### config.mk
export PLATFORM = sky130hd
export DESIGN_NAME = quadrature_encoder_speed
export DESIGN_NICKNAME = d
export VERILOG_FILES = /design/src/rtl/qes_pkg.sv /design/src/rtl/quadrature_encoder_speed.sv
export SDC_FILE = /design/constraint.sdc
export NUM_CORES = 1
export LEC_CHECK = 0
export ABC_AREA = 1
export BUFFER_PORTS_ARGS = -buffer_cell sky130_fd_sc_hd__buf_4
export CAP_MARGIN = 5
export CELL_PAD_IN_SITES_DETAIL_PLACEMENT = 0
export CELL_PAD_IN_SITES_GLOBAL_PLACEMENT = 1
export CORE_MARGIN = 2
export CORE_UTILIZATION = 49
export DETAILED_ROUTE_END_ITERATION = 16
export PLACE_DENSITY_LB_ADDON = 0.1
export SLEW_MARGIN = 20
export SYNTH_ARGS = -nofsm -noshare
export SYNTH_HDL_FRONTEND = slang
export SYNTH_SLANG_ARGS = --single-unit
### constraint.sdc
create_clock -name clock -period 10.8 [get_ports clock]
set_input_delay 2.16 -clock clock [delete_from_list [all_inputs] [get_ports clock]]
set_output_delay 2.16 -clock clock [all_outputs]
set_load 0.01 [all_outputs]
### src/rtl/qes_pkg.sv
// Shared types and constants for the quadrature encoder speed block.
// Holds the transaction payload structs, register indexes and fixed widths.
// No dependencies.
package qes_pkg;

   localparam int VEL_W        = 16;
   localparam int POSITION_W   = 16;
   localparam int RPM_W        = 24;
   localparam int FILT_W       = 24;
   localparam int COUNT_W      = 16;
   localparam int ALPHA_W      = 9;

   localparam int CSR_INDEX_W  = 1;
   localparam int CSR_DATA_W   = 16;

   localparam logic [CSR_INDEX_W-1:0] CSR_AUTO_RELOAD  = 1'd0;
   localparam logic [CSR_INDEX_W-1:0] CSR_FILTER_ALPHA = 1'd1;

   localparam logic [COUNT_W-1:0] AUTO_RELOAD_RESET  = 16'hFFFF;
   localparam logic [ALPHA_W-1:0] FILTER_ALPHA_RESET = 9'd26;
   localparam logic [ALPHA_W-1:0] ALPHA_ONE          = 9'd256;

   // Milliseconds per second times seconds per minute.
   localparam int MS_PER_SECOND      = 1000;
   localparam int SECONDS_PER_MINUTE = 60;
   localparam int RPM_NUMERATOR      = MS_PER_SECOND * SECONDS_PER_MINUTE;

   // Magnitude of the most negative velocity.
   localparam int VEL_LIMIT = 2 ** (VEL_W - 1);

   typedef struct packed {
      logic [COUNT_W-1:0] counter_value;
      logic               count_down;
   } req_type;

   typedef struct packed {
      logic signed [VEL_W-1:0]  velocity;
      logic [POSITION_W-1:0]    position;
      logic signed [RPM_W-1:0]  rpm;
      logic signed [FILT_W-1:0] velocity_filtered;
   } rsp_type;

endpackage

### src/rtl/quadrature_encoder_speed.sv
// Top level of the quadrature encoder speed block: velocity, position, RPM and
// IIR-filtered velocity from sampled encoder timer counts.
// Depends on qes_pkg.

// Usage:
// Each transaction on the req channel carries one sampling tick: the encoder
// timer count and the timer direction. For every request transaction the block
// returns exactly one transaction on the rsp channel with the signed count
// change (velocity), the shaft position modulo PULSES_PER_REV, the RPM and the
// filtered velocity in Q.8.
// An accepted request moves through the stage registers in order and then
// shows up as rsp_valid. Throughput is one transaction per cycle while the
// result side does not stall. The pipeline has five registered stages
// (input, velocity, divide-by-constant products, RPM and filter, position
// and output), each holding one transaction.
// When the receiver stalls, the output holds and stages behind it keep filling
// bubbles, so requests are still taken until all five stages are occupied.
// Reset clears all valid bits, the previous count, the position and the filter
// state, and returns auto_reload and filter_alpha to their defaults.
// The user writes csr only while no transaction is in flight; it is not enforced.
module quadrature_encoder_speed #(
   parameter int PULSES_PER_REV   = 1024,
   parameter int SAMPLE_PERIOD_MS = 10
) (
   input  logic                               clock,
   input  logic                               reset,
   input  logic                               req_valid,
   output logic                               req_stall,
   input  qes_pkg::req_type                   req_data,
   output logic                               rsp_valid,
   input  logic                               rsp_stall,
   output qes_pkg::rsp_type                   rsp_data,
   input  logic                               csr_write,
   input  logic [qes_pkg::CSR_INDEX_W-1:0]    csr_index,
   input  logic [qes_pkg::CSR_DATA_W-1:0]     csr_data
);
   import qes_pkg::*;

   // Position is kept as a residue below PULSES_PER_REV.
   localparam int POS_W = $clog2(PULSES_PER_REV);

   // Position reduction: the velocity plus a multiple of PULSES_PER_REV is
   // non-negative and below 2^17, and its quotient comes from an exact
   // reciprocal multiply.
   localparam int MOD_X_W    = VEL_W + 1;
   localparam int MOD_SHIFT  = MOD_X_W + POS_W;
   localparam int MOD_MULT_W = MOD_X_W + 2;
   localparam int MOD_PROD_W = MOD_X_W + MOD_MULT_W;
   localparam int MOD_OFFSET_I =
      PULSES_PER_REV * ((VEL_LIMIT + PULSES_PER_REV - 1) / PULSES_PER_REV);
   localparam logic [MOD_X_W-1:0]    MOD_OFFSET = MOD_X_W'(MOD_OFFSET_I);
   localparam logic [MOD_MULT_W-1:0] MOD_MULT   =
      MOD_MULT_W'(((longint'(1) << MOD_SHIFT) + PULSES_PER_REV - 1) / PULSES_PER_REV);
   localparam logic [MOD_X_W-1:0]    PPR_X      = MOD_X_W'(PULSES_PER_REV);
   localparam logic [POS_W:0]        PPR_SUM    = (POS_W + 1)'(PULSES_PER_REV);

   // RPM: |velocity| * 60000 / (period * PPR) as one exact reciprocal multiply.
   localparam int RPM_DIV    = SAMPLE_PERIOD_MS * PULSES_PER_REV;
   localparam int RPM_SHIFT  = (VEL_W - 1) + $clog2(RPM_DIV);
   localparam int RPM_MULT_W = 32;
   localparam int RPM_PROD_W = VEL_W + RPM_MULT_W;
   localparam int RPM_MAG_W  = 32;
   localparam logic [RPM_MULT_W-1:0] RPM_MULT =
      RPM_MULT_W'(((longint'(RPM_NUMERATOR) << RPM_SHIFT) + RPM_DIV - 1) / RPM_DIV);
   localparam logic [RPM_MAG_W-1:0] RPM_POS_MAX = RPM_MAG_W'(2 ** (RPM_W - 1) - 1);
   localparam logic [RPM_MAG_W-1:0] RPM_NEG_MAX = RPM_MAG_W'(2 ** (RPM_W - 1));

   // Velocity difference before saturation is held in 19 signed bits.
   localparam int RAW_W = COUNT_W + 3;
   localparam logic signed [RAW_W-1:0] RAW_MAX = RAW_W'(2 ** (VEL_W - 1) - 1);
   localparam logic signed [RAW_W-1:0] RAW_MIN = -RAW_W'(VEL_LIMIT);

   // Filter arithmetic widths.
   localparam int DIFF_W  = FILT_W + 2;
   localparam int FPROD_W = DIFF_W + ALPHA_W + 1;
   localparam int FSUM_W  = FILT_W + 4;
   localparam logic signed [FSUM_W-1:0] FILT_MAX = FSUM_W'(2 ** (FILT_W - 1) - 1);
   localparam logic signed [FSUM_W-1:0] FILT_MIN = -FSUM_W'(2 ** (FILT_W - 1));

   // Configuration registers.
   logic [COUNT_W-1:0] auto_reload_ff;
   logic [ALPHA_W-1:0] filter_alpha_ff;

   // Block state.
   logic [COUNT_W-1:0]       prev_count_ff;
   logic [POS_W-1:0]         shaft_ff;
   logic signed [FILT_W-1:0] filt_ff;

   // Stage valid bits and stage enables.
   logic s1_valid_ff, s2_valid_ff, s3_valid_ff, s4_valid_ff, rsp_valid_ff;
   logic en1, en2, en3, en4, en5;

   // Stage payloads.
   req_type                   s1_req_ff;
   logic signed [VEL_W-1:0]   s2_vel_ff, s2_vel_in;
   logic signed [VEL_W-1:0]   s3_vel_ff;
   logic [MOD_X_W-1:0]        s3_modx_ff, s3_modx_in;
   logic [MOD_X_W-1:0]        s3_quot_ff, s3_quot_in;
   logic [RPM_PROD_W-1:0]     s3_rpm_prod_ff, s3_rpm_prod_in;
   logic signed [VEL_W-1:0]   s4_vel_ff;
   logic [POS_W-1:0]          s4_vmod_ff, s4_vmod_in;
   logic signed [RPM_W-1:0]   s4_rpm_ff, s4_rpm_in;
   logic signed [FILT_W-1:0]  filt_in;
   logic [POS_W-1:0]          shaft_in;
   rsp_type                   rsp_ff, rsp_in;

   // Stage 2 working signals.
   logic signed [RAW_W-1:0] cnt_x, last_x, period_x, raw_delta;
   logic [COUNT_W:0]        period_u;

   // Stage 3 working signals.
   logic [MOD_PROD_W-1:0]   mod_prod;
   logic [VEL_W-1:0]        vel_abs;

   // Stage 4 working signals.
   logic [MOD_X_W-1:0]       mod_rem;
   logic [RPM_MAG_W-1:0]     rpm_mag;
   logic [ALPHA_W-1:0]       alpha_eff;
   logic signed [DIFF_W-1:0] filt_diff;
   logic signed [FPROD_W-1:0] filt_prod;
   logic signed [FPROD_W-1:0] filt_round;
   logic signed [FSUM_W-1:0] filt_step;
   logic signed [FSUM_W-1:0] filt_sum;

   // Stage 5 working signals.
   logic [POS_W:0] pos_sum;

   // A stage may load when it is empty or its transaction moves on.
   always_comb begin
      en5 = !rsp_valid_ff || !rsp_stall;
      en4 = !s4_valid_ff || en5;
      en3 = !s3_valid_ff || en4;
      en2 = !s2_valid_ff || en3;
      en1 = !s1_valid_ff || en2;
   end

   assign req_stall = !en1;
   assign rsp_valid = rsp_valid_ff;
   assign rsp_data  = rsp_ff;

   // Stage 2: signed count change. A change whose sign disagrees with the
   // direction is a wrap through the counter period.
   always_comb begin
      period_u = {1'b0, auto_reload_ff} + (COUNT_W + 1)'(1);
      cnt_x    = $signed({3'b000, s1_req_ff.counter_value});
      last_x   = $signed({3'b000, prev_count_ff});
      period_x = $signed({2'b00, period_u});
      priority if (s1_req_ff.counter_value == prev_count_ff) begin
         raw_delta = '0;
      end else if (s1_req_ff.counter_value > prev_count_ff) begin
         raw_delta = s1_req_ff.count_down ? -(last_x + period_x - cnt_x) : cnt_x - last_x;
      end else begin
         raw_delta = s1_req_ff.count_down ? cnt_x - last_x : cnt_x + period_x - last_x;
      end
      priority if (raw_delta > RAW_MAX) begin
         s2_vel_in = RAW_MAX[VEL_W-1:0];
      end else if (raw_delta < RAW_MIN) begin
         s2_vel_in = RAW_MIN[VEL_W-1:0];
      end else begin
         s2_vel_in = raw_delta[VEL_W-1:0];
      end
   end

   // Stage 3: reciprocal products for the position residue and for the RPM.
   always_comb begin
      s3_modx_in = MOD_OFFSET + {{(MOD_X_W - VEL_W){s2_vel_ff[VEL_W-1]}}, s2_vel_ff};
      mod_prod   = MOD_PROD_W'(s3_modx_in) * MOD_PROD_W'(MOD_MULT);
      s3_quot_in = MOD_X_W'(mod_prod >> MOD_SHIFT);
      vel_abs    = s2_vel_ff[VEL_W-1] ? (~s2_vel_ff + VEL_W'(1)) : s2_vel_ff;
      s3_rpm_prod_in = RPM_PROD_W'(vel_abs) * RPM_PROD_W'(RPM_MULT);
   end

   // Stage 4: velocity residue, saturated RPM and one filter step.
   always_comb begin
      mod_rem    = s3_modx_ff - MOD_X_W'(s3_quot_ff * PPR_X);
      s4_vmod_in = mod_rem[POS_W-1:0];

      // Truncation toward zero works on the magnitude.
      rpm_mag = RPM_MAG_W'(s3_rpm_prod_ff >> RPM_SHIFT);
      if (s3_vel_ff[VEL_W-1]) begin
         s4_rpm_in = (rpm_mag > RPM_NEG_MAX) ? -RPM_W'(RPM_NEG_MAX) : -RPM_W'(rpm_mag);
      end else begin
         s4_rpm_in = (rpm_mag > RPM_POS_MAX) ? RPM_W'(RPM_POS_MAX) : RPM_W'(rpm_mag);
      end

      // f += floor((alpha * (v*256 - f) + 128) / 256), saturated.
      alpha_eff  = (filter_alpha_ff > ALPHA_ONE) ? ALPHA_ONE : filter_alpha_ff;
      filt_diff  = $signed({{2{s3_vel_ff[VEL_W-1]}}, s3_vel_ff, 8'h00})
                 - $signed({{2{filt_ff[FILT_W-1]}}, filt_ff});
      filt_prod  = $signed({1'b0, alpha_eff}) * filt_diff;
      filt_round = filt_prod + FPROD_W'(128);
      filt_step  = FSUM_W'(filt_round >>> 8);
      filt_sum   = $signed({{(FSUM_W - FILT_W){filt_ff[FILT_W-1]}}, filt_ff}) + filt_step;
      priority if (filt_sum > FILT_MAX) begin
         filt_in = FILT_MAX[FILT_W-1:0];
      end else if (filt_sum < FILT_MIN) begin
         filt_in = FILT_MIN[FILT_W-1:0];
      end else begin
         filt_in = filt_sum[FILT_W-1:0];
      end
   end

   // Stage 5: position accumulate with a single wrap, and result assembly.
   always_comb begin
      pos_sum  = {1'b0, shaft_ff} + {1'b0, s4_vmod_ff};
      shaft_in = (pos_sum >= PPR_SUM) ? POS_W'(pos_sum - PPR_SUM) : pos_sum[POS_W-1:0];
      rsp_in.velocity          = s4_vel_ff;
      rsp_in.position          = POSITION_W'(shaft_in);
      rsp_in.rpm               = s4_rpm_ff;
      rsp_in.velocity_filtered = filt_ff;
   end

   // Configuration writes.
   always_ff @(posedge clock) begin
      if (reset) begin
         auto_reload_ff  <= AUTO_RELOAD_RESET;
         filter_alpha_ff <= FILTER_ALPHA_RESET;
      end else if (csr_write) begin
         unique case (csr_index)
            CSR_AUTO_RELOAD: begin
               auto_reload_ff <= csr_data;
            end
            CSR_FILTER_ALPHA: begin
               filter_alpha_ff <= csr_data[ALPHA_W-1:0];
            end
         endcase
      end
   end

   // Valid bits and the state that carries from one transaction to the next.
   // Each piece of state is updated by the stage that consumes it, so
   // transactions see it in order.
   always_ff @(posedge clock) begin
      if (reset) begin
         s1_valid_ff   <= 1'b0;
         s2_valid_ff   <= 1'b0;
         s3_valid_ff   <= 1'b0;
         s4_valid_ff   <= 1'b0;
         rsp_valid_ff  <= 1'b0;
         prev_count_ff <= '0;
         shaft_ff      <= '0;
         filt_ff       <= '0;
      end else begin
         if (en1) begin
            s1_valid_ff <= req_valid;
         end
         if (en2) begin
            s2_valid_ff <= s1_valid_ff;
         end
         if (en3) begin
            s3_valid_ff <= s2_valid_ff;
         end
         if (en4) begin
            s4_valid_ff <= s3_valid_ff;
         end
         if (en5) begin
            rsp_valid_ff <= s4_valid_ff;
         end
         if (en2 && s1_valid_ff) begin
            prev_count_ff <= s1_req_ff.counter_value;
         end
         if (en4 && s3_valid_ff) begin
            filt_ff <= filt_in;
         end
         if (en5 && s4_valid_ff) begin
            shaft_ff <= shaft_in;
         end
      end
   end

   // Stage payloads.
   always_ff @(posedge clock) begin
      if (en1 && req_valid) begin
         s1_req_ff <= req_data;
      end
      if (en2 && s1_valid_ff) begin
         s2_vel_ff <= s2_vel_in;
      end
      if (en3 && s2_valid_ff) begin
         s3_vel_ff      <= s2_vel_ff;
         s3_modx_ff     <= s3_modx_in;
         s3_quot_ff     <= s3_quot_in;
         s3_rpm_prod_ff <= s3_rpm_prod_in;
      end
      if (en4 && s3_valid_ff) begin
         s4_vel_ff  <= s3_vel_ff;
         s4_vmod_ff <= s4_vmod_in;
         s4_rpm_ff  <= s4_rpm_in;
      end
      if (en5 && s4_valid_ff) begin
         rsp_ff <= rsp_in;
      end
   end

endmodule

==> metrics.cfg, run 1 <==
[status]
status = completed

[setup_path]
slowest_delay_ps = 560
crit_arrival_ps = 10370
crit_slowest_cell = xor2_1
crit_type = flip-flop to flip-flop
worstSetupStartpointType = flip-flop
cpMostUsedCell = nand2_1
crit_fanout = 23
critPathCaptureType = flip-flop
required_ps = 11240

[timing]
setup_ws_ps = 865
rsz0062_at_grt = no
setup_viol = 0
hold_viol_final = 0
fmax_mhz = 101
tightestPinTransition_ps = 1080
finalCriticalPeriod_ps = 9930
timing.setup.tns_ps = 0
fin_hold_ws_ps = 419
final_max_slew_viol_count = 0
finClkSkew_ps = 18.8
fin_crit_sh = 0.920
max_slew_margin = 0.277

[global_route]
antenna_found_initial = 0
grt_overflow = 0
grt_max_degree = 53
grt_pass1_wl_um = 127000
grt_pass1_vias = 23600
grt_use_total = 0.269

[clocking]
clk_pin_slew_ps = 60
cts_tree = built
cts_resized = 0
cts_buffers = 31
cts_hold_buf = 0
clk_latency_ps = 610
clockRootBuffer = clkbuf_16
cts_setup_buffers = 0
cts.sinks = 262
clk_path_buf_depth = 3
htreeDepth = 1

[placement]
hpwl_um = 64600
globalplace.congestion = 0.960
pre_cts_ws_ps = 882
port_buffers = 114

[route]
num_vias = 22400
vias_per_cell = 5.29
first_pass_iters = 5
drc = 0
final_antenna_net_count = 0
wire_per_inst_um = 18.4
drtIter0Drc = 1260
wl_um = 78200

[synth]
synth_enable_flop_cells = 182
yosys_warnings = 0
ys_ff_latch = 262
async_reset_ff_frac = 0
synth_top_area_frac = 0.201
synth_cell_types = 62
synth_most_common_cell = inv_1
synthesis.area_um2 = 28300
yosysSeqAreaShare = 0.249
synthCells = 3346
synth_top_cell_by_area = fa_1
synth_area_leaders = fa_1 20%, edfxtp_1 19%, ha_1 13%
synth-main-ff-cell = edfxtp_1
synthTopCellsByCount = 689 x inv_1, 516 x nand2_1, 288 x ha_1, 284 x fa_1, 283 x nor2_1
syn_avg_cell_area_um2 = 8.47

[floorplanning]
die-area_um2 = 59800
ios = 121
initial_core_util = 0.493
die_w_um = 244
die-height_um = 244
rows = 88
core_area_um2 = 57500

[finish]
syn_to_final_growth_pct = 9.44
drive_gt1_frac = 0.0840
diodes = 0
fin_nets = 4062
fin_util = 0.539

[flow_run]
maxCapViolations = 0

[hold_path]
hold_path.class = flip-flop to flip-flop

registers in the layout, indices dropped and copies added (netlist names), 19 cells and up:
register and cells:
rsp_data 74, filt_ff 24, s3_rpm_prod_ff 19, s4_rpm_ff 24
path summary, 6_finish.rpt:
check,depth (start not counted),slack (ps),to,startpoint
worst min-delay path,0,420,rsp_data[43],s4_rpm_ff[19]
worst max-delay path,41,870,filt_ff[2],s3_vel_ff[1]
worst max register to register,41,870,filt_ff[2],s3_vel_ff[1]
worst min register to register,0,420,rsp_data[43],s4_rpm_ff[19]
stage by stage:
step | instance area [um2] | cells
floorplan | 28300 | 3351
global placement | 30000 | 4183
detailed placement | 30000 | 4183
CTS | 31000 | 4241
global route | 31000 | 4241
finish | 31000 | 4241
cells in the final DEF (no fill, tap or decap), drive strengths merged, types with 8 or more instances in the layout:
cell	instances
inv	701
nand2	549
ha	288
nor2	286
fa	284
a21oi	231
edfxtp	182
o21ai	166
buf	132
nand3	120
xor2	109
dfxtp	80
xnor2	54
nor3	46
clkbuf	46
a21o	29
o211ai	25
nand4	24
a31oi	19
nor4	15
or2	13
o21bai	13
clkinv	10
a21boi	8
critical path, delay by kind of cell (launching register included):
kind	cells	cell delay (ps)
buffers and inverters	7	1160
flip-flops	1	510
AND/OR/NAND/NOR	15	1610
XOR/XNOR	2	940
AO/OA/AOI/OAI	9	1820
adder cells (fa/ha/maj)	8	3680
kinds of logic (layout without fill, tap and decap cells):
kind of cell	count (synthesis)	count (layout)	share of synthesized area
buf+inv	767	892	0.105
other cells	1	6	0.000132
fa+ha+maj	572	572	0.328
xor+xnor	163	163	0.0507
compound gates	521	521	0.108
flops	262	262	0.249
simple gates	1060	1060	0.160
metal layers:
layer  part of all wire  vias up  track usage
met5                  0        -            0
met4              0.038        0       0.0940
met3              0.034      127       0.0233
met2               0.50      479        0.487
met1               0.42    11000        0.336
li1                   -    10900            -
final cells by class:
class / instances / area [um2]
Inverter: 702 / 2640
Sequential cell: 262 / 7070
Fill cell: 5431 / 26500
Clock buffer: 46 / 903
Multi-Input combinational cell: 2322 / 18300
Clock inverter: 12 / 113
Tap cell: 765 / 957
Timing Repair Buffer: 132 / 991
Power of run 1 is not shown: default switching activity piles up to over one toggle a cycle in this logic, so the estimate is an artifact.
==> run 2: changes to the inputs <==
--- a/config.mk
+++ b/config.mk
@@ -11,7 +11,8 @@
 export CELL_PAD_IN_SITES_DETAIL_PLACEMENT = 0
 export CELL_PAD_IN_SITES_GLOBAL_PLACEMENT = 1
 export CORE_MARGIN = 2
-export CORE_UTILIZATION = 49
+export CORE_UTILIZATION = 50
+export CTS_BUF_LIST = sky130_fd_sc_hd__clkbuf_8
 export DETAILED_ROUTE_END_ITERATION = 16
 export PLACE_DENSITY_LB_ADDON = 0.1
 export SLEW_MARGIN = 20
==> run 2 against run 1 <==
Against the previous run:
- die area fell by 2.0%
- clock skew increased by 30 ps
- routed wire length fell by 1.3%
- global-route usage is 0.23 points higher
- sequential share of layout area about the same
- non-clock buffer count is 2 higher
- first-iteration DRC count up 4.2%
- maximum frequency is 1.7% higher
- critical endpoint is now filt_ff[18]
- largest cell class unchanged
==> metrics.cfg, run 2 (synthesis results as in run 1) <==
[route]
vias_per_cell = 5.26  ; -0.59%
wire_per_inst_um = 18.1  ; -1.9%
num_vias = 22400  ; -0.053%
final_antenna_net_count = 0  ; unchanged
drc = 0  ; unchanged
first_pass_iters = 6  ; +1
drtIter0Drc = 1313  ; +4.2%
wl_um = 77200  ; -1.3%

[setup_path]
crit_fanout = 23  ; unchanged
rrSetupSlack_ps = 1030  ; +160 ps
crit_arrival_ps = 10250  ; -120 ps
critPathCaptureType = flip-flop
rr_startpoint = filt_ff[10]
r2r_cells = 37  ; -9.8%
crit_type = flip-flop to flip-flop
crit_slowest_cell = xnor2_1
critPathCapture = filt_ff[18]
cp-startpoint = filt_ff[10]
reg2reg_to = filt_ff[18]
cpMostUsedCell = inv_1
worstSetupStartpointType = flip-flop
required_ps = 11280  ; +40 ps
slowest_delay_ps = 810  ; +250 ps

[floorplanning]
core_area_um2 = 56200  ; -2.3%
rows = 87  ; -1.1%
ios = 121  ; unchanged
die-area_um2 = 58600  ; -2.0%
die-height_um = 242  ; -0.99%
initial_core_util = 0.504  ; +0.0115
die_w_um = 242  ; -0.99%

[clocking]
clk_latency_ps = 660  ; +50 ps
clk_path_buf_depth = 3  ; unchanged
cts.sinks = 262  ; unchanged
cts_hold_buf = 0  ; unchanged
htreeDepth = 2  ; +1
clk_pin_slew_ps = 60  ; about the same
cts_setup_buffers = 0  ; unchanged
cts_buffers = 48  ; +55%
clockRootBuffer = clkbuf_8
cts_resized = 0  ; unchanged
cts_tree = built

[finish]
largest_register_ffs = 74  ; unchanged
nFillCells = 5367  ; -1.2%
final_common_cell = inv_1
fin_nets = 4081  ; +0.47%
syn_to_final_growth_pct = 9.40  ; about the same
multi_input_area_um2 = 18300  ; unchanged
final_cell_mix = 700 x inv_1, 516 x nand2_1, 288 x ha_1, 284 x fa_1, 281 x nor2_1
drive_gt1_frac = 0.0887  ; +0.00468
final-seq-area_um2 = 7070  ; unchanged
layout.cells.non_filler = 4264  ; +0.54%
post-route-cell-area_um2 = 31000  ; about the same

[flow_run]
maxCapViolations = 0  ; unchanged

[timing]
fin_crit_sh = 0.905  ; -0.0152
setup_viol = 0  ; unchanged
timing.setup.tns_ps = 0  ; unchanged
final_max_slew_viol_count = 0  ; unchanged
tightestPinTransition_ps = 1020  ; -57.1 ps
fmax_mhz = 102  ; +1.7%
finalCriticalPeriod_ps = 9770  ; -164 ps
finClkSkew_ps = 49.1  ; +30.2 ps
max_slew_margin = 0.315  ; +0.0384
fin_hold_ws_ps = 417  ; -1.91 ps
rsz0062_at_grt = no
hold_viol_final = 0  ; unchanged

[placement]
globalplace.congestion = 0.929  ; -3.2%
hpwl_um = 64400  ; -0.28%
place_area_um2 = 30000  ; about the same
port_buffers = 114  ; unchanged
placed_cells = 4175  ; -0.19%

[global_route]
grt_overflow = 0  ; unchanged
grt_use_total = 0.271  ; +0.00226
grt_max_degree = 59  ; +11%
antenna_found_initial = 1  ; +1
grt_pass1_wl_um = 126000  ; -0.46%
grt_pass1_vias = 23800  ; +0.74%

[status]
status = completed

[hold_path]
hold_path.class = flip-flop to flip-flop

run 2: layer usage:
layer  global-route usage  part of all wire  wire length [um]
met5                    0                 0                 0
met4                0.102             0.037              2890
met3               0.0284             0.035              2690
met2                0.485              0.50             38500
met1                0.339              0.43             33100
run 2: worst min-delay path by stage:
stage,start,end,cells after the start
global route,s4_rpm_ff[16],rsp_data[40],0
CTS,s4_rpm_ff[7],rsp_data[31],0
detailed placement,s4_rpm_ff[1],rsp_data[25],0
floorplan,s4_rpm_ff[0],rsp_data[24],0
finish,s4_rpm_ff[3],rsp_data[27],0
global placement,s4_vel_ff[13],rsp_data[77],0
run 2: worst max-delay path, delay by kind of cell, from the launching register on:
| kind | cells | cell delay (ps) |
|---|---|---|
| DFF | 1 | 410 |
| AOI/OAI and AO/OA | 10 | 2210 |
| xor gates and xnor gates | 2 | 1160 |
| and+or+nand+nor | 11 | 1910 |
| adders and majority gates | 8 | 3510 |
| buffers and inverters | 6 | 400 |
run 2: per-stage QoR:
step | util | setup slack (ps)
2_1_floorplan | - | 2940
6_report | 0.552 | 1030
5_1_grt | 0.552 | 353
3_5_place_dp | 0.534 | 1110
4_1_cts | 0.551 | 1070
3_3_place_gp | 0.534 | 1080
run 2: final cells by class:
type                            instances  share of cell area
Tap cell                              756              0.0305
Clock inverter                         34             0.00735
Sequential cell                       262               0.228
Antenna cell                            1           0.0000807
Clock buffer                           53              0.0235
Inverter                              702              0.0852
Multi-Input combinational cell       2322               0.592
Timing Repair Buffer                  134              0.0338
Power of run 2 is left out for the same reason.
